**src/design/mft_pkg.sv**
```systemverilog
// ----------------------------------------------------------------------------
// mft_pkg - shared definitions for the Manchester frame transmitter
// Request codes, status codes, frame constants, the nibble-to-symbol
// encoder, the CRC-16-CCITT byte update and the symbol information record.
// ----------------------------------------------------------------------------
package mft_pkg;

   localparam int unsigned MAX_PAYLOAD_DEF = 32;

   typedef enum logic [1:0] {
      OP_APPEND = 2'd0,
      OP_COMMIT = 2'd1,
      OP_TICK   = 2'd2
   } opcode_type;

   localparam logic [1:0] ST_OK   = 2'd0;
   localparam logic [1:0] ST_BUSY = 2'd1;
   localparam logic [1:0] ST_FULL = 2'd2;

   localparam logic [7:0]  PREAMBLE_0 = 8'h7f;
   localparam logic [7:0]  PREAMBLE_1 = 8'h55;
   localparam logic [7:0]  PREAMBLE_2 = 8'h57;
   localparam logic [15:0] CRC_INIT   = 16'hffff;
   localparam logic [15:0] CRC_POLY   = 16'h8408;

   // Symbol for the current position and what the CRC needs from it.
   typedef struct packed {
      logic [7:0] symbol;
      logic [7:0] msg_byte;
      logic       crc_take;
   } sym_info_type;

   // Each data bit becomes two line bits: a one as 10, a zero as 01.
   function automatic logic [7:0] mpe_symbol(input logic [3:0] nib);
      logic [7:0] sym;
      sym = '0;
      for (int i = 0; i < 4; i++) begin
         sym[2*i +: 2] = nib[i] ? 2'b10 : 2'b01;
      end
      return sym;
   endfunction

   // Reflected CRC-16-CCITT, one byte.
   function automatic logic [15:0] crc_byte(input logic [15:0] crc_in,
                                            input logic [7:0]  data);
      logic [15:0] crc;
      crc = crc_in ^ {8'h00, data};
      for (int i = 0; i < 8; i++) begin
         crc = crc[0] ? ((crc >> 1) ^ CRC_POLY) : (crc >> 1);
      end
      return crc;
   endfunction

endpackage

```
**src/design/mft_ram.sv**
```systemverilog
// ----------------------------------------------------------------------------
// mft_ram - generic single-clock RAM
// One write port and one read port; the read data is registered.
// ----------------------------------------------------------------------------
module mft_ram #(
   parameter int unsigned WIDTH = 8,
   parameter int unsigned DEPTH = 32,
   localparam int unsigned AW = (DEPTH > 1) ? $clog2(DEPTH) : 1
) (
   input  logic             clock,
   input  logic             wr_en,
   input  logic [AW-1:0]    wr_addr,
   input  logic [WIDTH-1:0] wr_data,
   input  logic [AW-1:0]    rd_addr,
   output logic [WIDTH-1:0] rd_data
);

   logic [WIDTH-1:0] mem_ff [DEPTH];
   logic [WIDTH-1:0] rd_data_ff;

   always_ff @(posedge clock) begin
      if (wr_en) begin
         mem_ff[wr_addr] <= wr_data;
      end
      rd_data_ff <= mem_ff[rd_addr];
   end

   assign rd_data = rd_data_ff;

endmodule

```
**src/design/mft_sym_sel.sv**
```systemverilog
// ----------------------------------------------------------------------------
// mft_sym_sel - symbol selection
// Works out the line symbol for the current symbol position: preamble,
// Manchester-coded count and payload nibbles, or the complemented CRC.
// ----------------------------------------------------------------------------
module mft_sym_sel #(
   parameter int unsigned MAX_PAYLOAD = mft_pkg::MAX_PAYLOAD_DEF,
   localparam int unsigned CW = $clog2(MAX_PAYLOAD + 1),
   localparam int unsigned SW = $clog2(2 * MAX_PAYLOAD + 10)
) (
   input  logic [SW-1:0]         sym_pos,
   input  logic [CW-1:0]         count,
   input  logic [7:0]            rd_data,
   input  logic [15:0]           crc,
   output mft_pkg::sym_info_type info
);

   import mft_pkg::*;

   logic [SW-1:0] msg_syms;
   logic [SW-1:0] t;
   logic [SW-1:0] j;
   logic [SW-1:0] k;
   logic [7:0]    count_byte;
   logic [7:0]    b;
   logic [3:0]    nib;
   logic [15:0]   crc_c;

   always_comb begin
      msg_syms   = SW'({count, 1'b0}) + SW'(2);
      count_byte = 8'(32'(count) + 32'd3);
      t          = sym_pos - SW'(3);
      j          = t - msg_syms;
      k          = t >> 1;
      b          = (k == '0) ? count_byte : rd_data;
      nib        = t[0] ? b[3:0] : b[7:4];
      crc_c      = ~crc;

      info.msg_byte = b;
      info.crc_take = 1'b0;
      if (sym_pos < SW'(3)) begin
         case (sym_pos[1:0])
            2'd0:    info.symbol = PREAMBLE_0;
            2'd1:    info.symbol = PREAMBLE_1;
            default: info.symbol = PREAMBLE_2;
         endcase
      end else if (t < msg_syms) begin
         info.symbol   = mpe_symbol(nib);
         info.crc_take = t[0];
      end else begin
         // CRC goes out low byte first, high nibble of each byte first.
         case (j[1:0])
            2'd0:    info.symbol = mpe_symbol(crc_c[7:4]);
            2'd1:    info.symbol = mpe_symbol(crc_c[3:0]);
            2'd2:    info.symbol = mpe_symbol(crc_c[15:12]);
            default: info.symbol = mpe_symbol(crc_c[11:8]);
         endcase
      end
   end

endmodule

```
**src/design/manchester_frame_transmitter.sv**
```systemverilog
// ----------------------------------------------------------------------------
// manchester_frame_transmitter - Manchester frame encoder with CRC-16-CCITT
// The block takes one request in every clock cycle (busy is always low) and
// gives exactly one result for it, on the rsp_ ports with rsp_strobe high,
// in the cycle after the request. The receiver cannot stall the result and
// needs none: each result lasts one cycle and the next follows at once.
// The rate is set by the state registers and the payload RAM, whose
// registered read port is addressed from the next symbol position, so
// the payload byte is ready when a tick needs it. Appends store payload
// bytes; a commit starts a frame; each tick sends one line bit, most
// significant bit first.
// ----------------------------------------------------------------------------
//
// A frame is three raw preamble bytes (0x7f, 0x55, 0x57) followed by
// Manchester symbols, one per nibble, for the count byte (payload length
// plus three), the payload and the complemented CRC, low byte first. The
// CRC is the reflected CCITT polynomial started at all ones and covers the
// count byte and the payload; it takes in each byte once the last bit of
// that byte's low-nibble symbol has gone out. After the final bit the line
// is low, the payload buffer is emptied and the block is idle again.
//
// Appends while a frame is being sent, or once the buffer is full, are
// rejected with a status code, as is a commit during a frame. A tick while
// idle and the unused request code have no effect.

module manchester_frame_transmitter #(
   parameter int unsigned MAX_PAYLOAD = mft_pkg::MAX_PAYLOAD_DEF
) (
   input  logic       clock,
   input  logic       reset,

   input  logic       start,
   output logic       busy,
   input  logic [1:0] req_opcode,
   input  logic [7:0] req_data_byte,

   output logic       rsp_strobe,
   output logic       rsp_line_level,
   output logic       rsp_busy_res,
   output logic       rsp_frame_done,
   output logic [1:0] rsp_status
);

   import mft_pkg::*;

   localparam int unsigned CW = $clog2(MAX_PAYLOAD + 1);
   localparam int unsigned SW = $clog2(2 * MAX_PAYLOAD + 10);
   localparam int unsigned AW = (MAX_PAYLOAD > 1) ? $clog2(MAX_PAYLOAD) : 1;

   // Frame state.
   logic          sending_ff, sending_in;
   logic [CW-1:0] count_ff, count_in;
   logic [SW-1:0] sym_pos_ff, sym_pos_in;
   logic [2:0]    bit_pos_ff, bit_pos_in;
   logic [15:0]   crc_ff, crc_in;

   // Result registers.
   logic          strobe_ff, strobe_in;
   logic          line_ff, line_in;
   logic          done_ff, done_in;
   logic [1:0]    status_ff, status_in;

   // Payload buffer ports.
   logic          wr_en;
   logic [AW-1:0] wr_addr;
   logic [AW-1:0] rd_addr;
   logic [7:0]    rd_data;

   sym_info_type  info;
   logic [SW-1:0] sym_next;
   logic [SW-1:0] total;

   // Every request is taken in the cycle it is offered.
   assign busy = 1'b0;

   mft_ram #(
      .WIDTH (8),
      .DEPTH (MAX_PAYLOAD)
   ) u_payload (
      .clock   (clock),
      .wr_en   (wr_en),
      .wr_addr (wr_addr),
      .wr_data (req_data_byte),
      .rd_addr (rd_addr),
      .rd_data (rd_data)
   );

   mft_sym_sel #(
      .MAX_PAYLOAD (MAX_PAYLOAD)
   ) u_sym_sel (
      .sym_pos (sym_pos_ff),
      .count   (count_ff),
      .rd_data (rd_data),
      .crc     (crc_ff),
      .info    (info)
   );

   always_comb begin
      sending_in = sending_ff;
      count_in   = count_ff;
      sym_pos_in = sym_pos_ff;
      bit_pos_in = bit_pos_ff;
      crc_in     = crc_ff;
      strobe_in  = start;
      line_in    = 1'b0;
      done_in    = 1'b0;
      status_in  = ST_OK;
      wr_en      = 1'b0;
      wr_addr    = AW'(count_ff);
      sym_next   = sym_pos_ff + SW'(1);
      total      = SW'({count_ff, 1'b0}) + SW'(9);

      if (start) begin
         case (req_opcode)
            OP_APPEND: begin
               if (sending_ff) begin
                  status_in = ST_BUSY;
               end else if (count_ff >= CW'(MAX_PAYLOAD)) begin
                  status_in = ST_FULL;
               end else begin
                  wr_en    = 1'b1;
                  count_in = count_ff + CW'(1);
               end
            end
            OP_COMMIT: begin
               if (sending_ff) begin
                  status_in = ST_BUSY;
               end else begin
                  sending_in = 1'b1;
                  sym_pos_in = '0;
                  bit_pos_in = 3'd7;
                  crc_in     = CRC_INIT;
               end
            end
            OP_TICK: begin
               if (sending_ff) begin
                  line_in = info.symbol[bit_pos_ff];
                  if (bit_pos_ff != 3'd0) begin
                     bit_pos_in = bit_pos_ff - 3'd1;
                  end else begin
                     bit_pos_in = 3'd7;
                     if (info.crc_take) begin
                        crc_in = crc_byte(crc_ff, info.msg_byte);
                     end
                     sym_pos_in = sym_next;
                     if (sym_next >= total) begin
                        done_in    = 1'b1;
                        sending_in = 1'b0;
                        sym_pos_in = '0;
                        count_in   = '0;
                        crc_in     = CRC_INIT;
                     end
                  end
               end
            end
            default: begin
            end
         endcase
      end

      // Look one symbol ahead: payload byte n sits under symbols 2n+5 and
      // 2n+6, so the read data matches the symbol position next cycle.
      rd_addr = AW'((sym_pos_in - SW'(5)) >> 1);
   end

   always_ff @(posedge clock) begin
      if (reset) begin
         sending_ff <= 1'b0;
         count_ff   <= '0;
         sym_pos_ff <= '0;
         bit_pos_ff <= 3'd7;
         crc_ff     <= CRC_INIT;
         strobe_ff  <= 1'b0;
      end else begin
         sending_ff <= sending_in;
         count_ff   <= count_in;
         sym_pos_ff <= sym_pos_in;
         bit_pos_ff <= bit_pos_in;
         crc_ff     <= crc_in;
         strobe_ff  <= strobe_in;
      end
   end

   always_ff @(posedge clock) begin
      line_ff   <= line_in;
      done_ff   <= done_in;
      status_ff <= status_in;
   end

   assign rsp_strobe     = strobe_ff;
   assign rsp_line_level = line_ff;
   assign rsp_busy_res   = sending_ff;
   assign rsp_frame_done = done_ff;
   assign rsp_status     = status_ff;

endmodule

```
**config.mk**
```make
export PLATFORM = sky130hd
export DESIGN_NAME = manchester_frame_transmitter
export DESIGN_NICKNAME = d
export VERILOG_FILES = /design/src/design/mft_pkg.sv /design/src/design/mft_ram.sv /design/src/design/mft_sym_sel.sv /design/src/design/manchester_frame_transmitter.sv
export SDC_FILE = /design/constraint.sdc
export NUM_CORES = 1
export LEC_CHECK = 0
export CAP_MARGIN = 20
export CORE_ASPECT_RATIO = 1.75
export CORE_MARGIN = 1.5
export CORE_UTILIZATION = 45
export CTS_CLUSTER_SIZE = 16
export DETAILED_ROUTE_END_ITERATION = 8
export DONT_BUFFER_PORTS = 1
export GPL_TIMING_DRIVEN = 0
export MAX_ROUTING_LAYER = met4
export PLACE_DENSITY = 0.65
export REMOVE_ABC_BUFFERS = 1
export SLEW_MARGIN = 40
export SYNTH_ARGS = -nofsm -noshare
export SYNTH_HDL_FRONTEND = slang
export SYNTH_SLANG_ARGS = --single-unit
```
**constraint.sdc**
```tcl
create_clock -name clock -period 10.63 [get_ports clock]
set_clock_uncertainty 0.2 [all_clocks]
set_input_delay 2.126 -clock clock [delete_from_list [all_inputs] [get_ports clock]]
set_output_delay 2.126 -clock clock [all_outputs]
set_load 0.01 [all_outputs]
```
==> results.json <==
{
  "run_status": "completed",
  "drv_cap": 0,
  "synth_flop_cell": "edfxtp_1",
  "synth-async-reset-ratio": 0,
  "final_hold_viol_count": 0,
  "chipWidth_microns": 133,
  "port_buffers": 0,
  "place_congestion": 0.844,
  "synth_enable_flop_cells": 256,
  "crit_path_max_fanout": 32,
  "route.detailed.wl_per_inst_microns": 22.0,
  "ctsResizeCount": 0,
  "max_slew_margin": 0.442,
  "tightest_slew_ns": 0.834,
  "grt.met1_usage": 0.187,
  "hold_depth": 2,
  "dr_total_vias": 6741,
  "crit_path_buffers_inverters": 2,
  "cp-start-kind": "input pin",
  "antenna_cells_inserted": 0,
  "setup.worst_path.end_class": "flop",
  "tritoncts_num_sinks": 302,
  "most_crowded_layer_gr": "met2",
  "power.share.clock": 0.421,
  "cts_buffers": 28,
  "crit_chain": "inv_1, ha_1, and3_1, nand3_2, nor3_4, a22oi_1, ha_4, buf_12, mux4_1, mux2_2, o22ai_1, a221oi_1",
  "power_switching_w": 0.000447,
  "number_of_buffers_on_the_longest_clock_path": 3,
  "final.setup.tns_ns": 0,
  "core_region_area_sq_um": 29300,
  "cts.clk_slew.worst_paths_ns": 0.06,
  "max_slew_vio_count": 0,
  "design.final.nets": 844,
  "drcViolationCount": 0,
  "grt_setup_unrepaired": "false",
  "fraction_of_final_layout_cells_with_drive_strength_greater_than_1": 0.148,
  "die_h_microns": 231,
  "reg2regPathDepth": 15,
  "areaGrowthSynthToFinish_pct": 9.44,
  "grt_first_pass_wirelength_microns": 41900,
  "timing.critical_path.required_ns": 10.81,
  "fmax_mhz": 180,
  "worstSkewPairLatency_ns": 0.55,
  "synth_area_sq_um": 13400,
  "tritoncts": "yes",
  "grtUsageMet2": 0.351,
  "globalRouteOverflowTotal": 0,
  "category_of_cells_accounting_for_the_largest_share_of_critical_path_delay": "adder cells",
  "synth_area_leaders": "edfxtp_1 (57%), mux4_1 (7.7%), dfxtp_1 (6.9%)",
  "setup_viol": 0,
  "tcrit_tclk_final": 0.523,
  "routing_usage_on_met3": 0.0214,
  "timing.critical_path.arrival_ns": 5.75,
  "postCtsSetupBuffers": 0,
  "fin_util": 0.500,
  "netSwitchingFraction": 0.197,
  "synth_top_cell_by_area": "edfxtp_1",
  "synth.lib_cells_used.distinct": 67,
  "maximum_number_of_pins_on_one_net_before_global_route_repair": 35,
  "worst-path-stages": 12,
  "initial_antenna_violation_count": 0,
  "yosysTopAreaCellShare": 0.574,
  "via_count_of_the_first_global_routing_pass": 7206,
  "yosysWarnings": 0,
  "final.min_clock_period_ns": 5.56,
  "cts_root_buffer": "clkbuf_16",
  "firstDrtPassIters": 5,
  "combinationalPowerShare": 0.011,
  "num-fill-cells": 2439,
  "p_seq_frac": 0.569,
  "drt_wl_total_microns": 26600,
  "p_int_w": 0.00182,
  "postSynthRegisterBits": 302,
  "hold_path.class": "flop to flop",
  "initial_utilization": 0.457,
  "yosys.cell_count.top_type": "edfxtp_1",
  "p_leak_nw": 4.80,
  "cell_count_after_synthesis": 802,
  "htreeDepth": 1,
  "powerDensity_nw_per_um2": 155,
  "critPathSlowestCell": "mux4_1",
  "die-area_sq_um": 30800,
  "detailedRoute.firstIterationViolations": 437,
  "ioPinCount": 20,
  "cts_hold_buffers": 0,
  "slowest_delay_ns": 0.60,
  "final_antenna_net_count": 0,
  "via_per_inst": 5.58,
  "hpwlAfterDp_microns": 18900,
  "postSynthAreaPerCell_sq_um": 16.7,
  "ys_top_cells_by_count": "edfxtp_1 (256), nor2_1 (69), dfxtp_1 (46)",
  "ir_worst_vdd_mv": 0.117,
  "worstSetupPathType": "input pin to flop",
  "sequential_cell_area_fraction_in_the_yosys_report": 0.643,
  "std_cell_rows": 83,
  "grt.total_usage": 0.185
}
[metal layers]
layer / wire length (microns) / part of all wire
met2: 15200 / 0.57
met1: 9360 / 0.35
met3: 865 / 0.033
met5: 0 / 0
met4: 1170 / 0.044
[worst paths after layout]
path                            slack, ns                      endpoint                startpoint
worst max-delay path                 5.07  u_payload.rd_data[7]$_DFF_P_             req_opcode[0]
worst min register to register       0.35        crc_ff[5]$_SDFFE_PP1P_    crc_ff[5]$_SDFFE_PP1P_
worst max register to register       5.50  u_payload.rd_data[7]$_DFF_P_  sym_pos_ff[0]$_SDFF_PP0_
worst min-delay path                 0.35        crc_ff[5]$_SDFFE_PP1P_    crc_ff[5]$_SDFFE_PP1P_
[sequential cells by signal, indices dropped and copies added (netlist names)]
signal             cells
rsp_busy_res           1
bit_pos_ff             3
count_ff               6
rsp_frame_done         1
u_payload.mem_ff     256
crc_ff                16
rsp_strobe             1
sym_pos_ff             7
rsp_line_level         1
rsp_status             2
u_payload.rd_data      8
[layout make-up]
cell class                 count  area (sq um)  area share
sequential                   302          8610       0.588
multi-input combinational    448          4490       0.307
clock buffer                  33           741      0.0506
tap                          382           478      0.0326
timing repair buffer           8           143     0.00974
clock inverter                19           131     0.00897
inverter                      15          56.3     0.00384
[power groups by stage]
stage                     Combinational (W)  Sequential [W]  Clock (W)
after global placement            0.0000238         0.00131          0
after global routing              0.0000270         0.00129    0.00102
after detailed placement          0.0000240         0.00131          0
after CTS                         0.0000242         0.00129   0.000974
after floorplan                   0.0000184         0.00131          0
final                             0.0000241         0.00129   0.000953
[per-stage QoR]
| step | power [W] | cell area, sq um | instances | worst slack, ns | hold slack (ns) |
|---|---|---|---|---|---|
| 3_3_place_gp | 0.00134 | 13600 | 1147 | 2.11 | 0.323 |
| 3_5_place_dp | 0.00134 | 13800 | 1155 | 4.44 | 0.330 |
| 6_report | 0.00227 | 14600 | 1207 | 5.07 | 0.346 |
| 5_1_grt | 0.00234 | 14600 | 1207 | 4.85 | 0.382 |
| 4_1_cts | 0.00229 | 14600 | 1207 | 5.03 | 0.348 |
| 2_1_floorplan | 0.00133 | 13100 | 765 | 3.70 | 0.301 |
[worst reg2reg max path: stages, from the launching register on]
cell	delay (ns)
dfxtp_2	0.63
ha_1	0.39
nand2_1	0.08
nor2_1	0.13
xor2_1	0.22
ha_1	0.30
a21oi_1	0.15
nand3_1	0.18
nor3_4	0.40
a22oi_1	0.22
ha_4	0.51
buf_12	0.29
mux4_1	0.61
mux2_2	0.33
o22ai_1	0.22
a221oi_1	0.11
[kinds of logic after synthesis]
logic type / synth area share
multiplexers: 0.160
adder cells (fa/ha/maj): 0.0262
XOR/XNOR: 0.0353
other: 0.000280
AND/OR/NAND/NOR: 0.0642
flip-flops: 0.643
buffers and inverters: 0.0244
AO/OA/AOI/OAI: 0.0464
[cell usage in the layout, fill, tap and decap left out, types with 3 or more instances in the layout]
master,netlist,routed
a21oi_1,18,18
nor3_1,8,7
edfxtp_1,256,256
nand2_1,21,21
clkinv_1,0,7
nor2_2,0,3
nor2_1,69,66
a21boi_0,3,3
mux2i_1,24,24
nand2b_1,15,15
and2b_2,3,3
buf_8,2,5
ha_1,28,27
o22ai_1,18,18
xor2_1,20,20
inv_1,15,15
mux4_2,30,30
clkbuf_1,16,4
o21a_1,3,3
a221oi_1,8,8
clkinv_2,0,4
nor2b_1,7,7
xnor2_1,29,29
nand4_1,5,5
o21ai_0,13,13
and3_1,4,4
mux2_2,17,17
clkbuf_16,0,29
nand3_1,16,16
mux4_1,39,39
or3_1,3,3
a211oi_1,4,4
or2_1,5,5
dfxtp_1,46,45
Note: power is estimated with default switching activity, not from simulation.
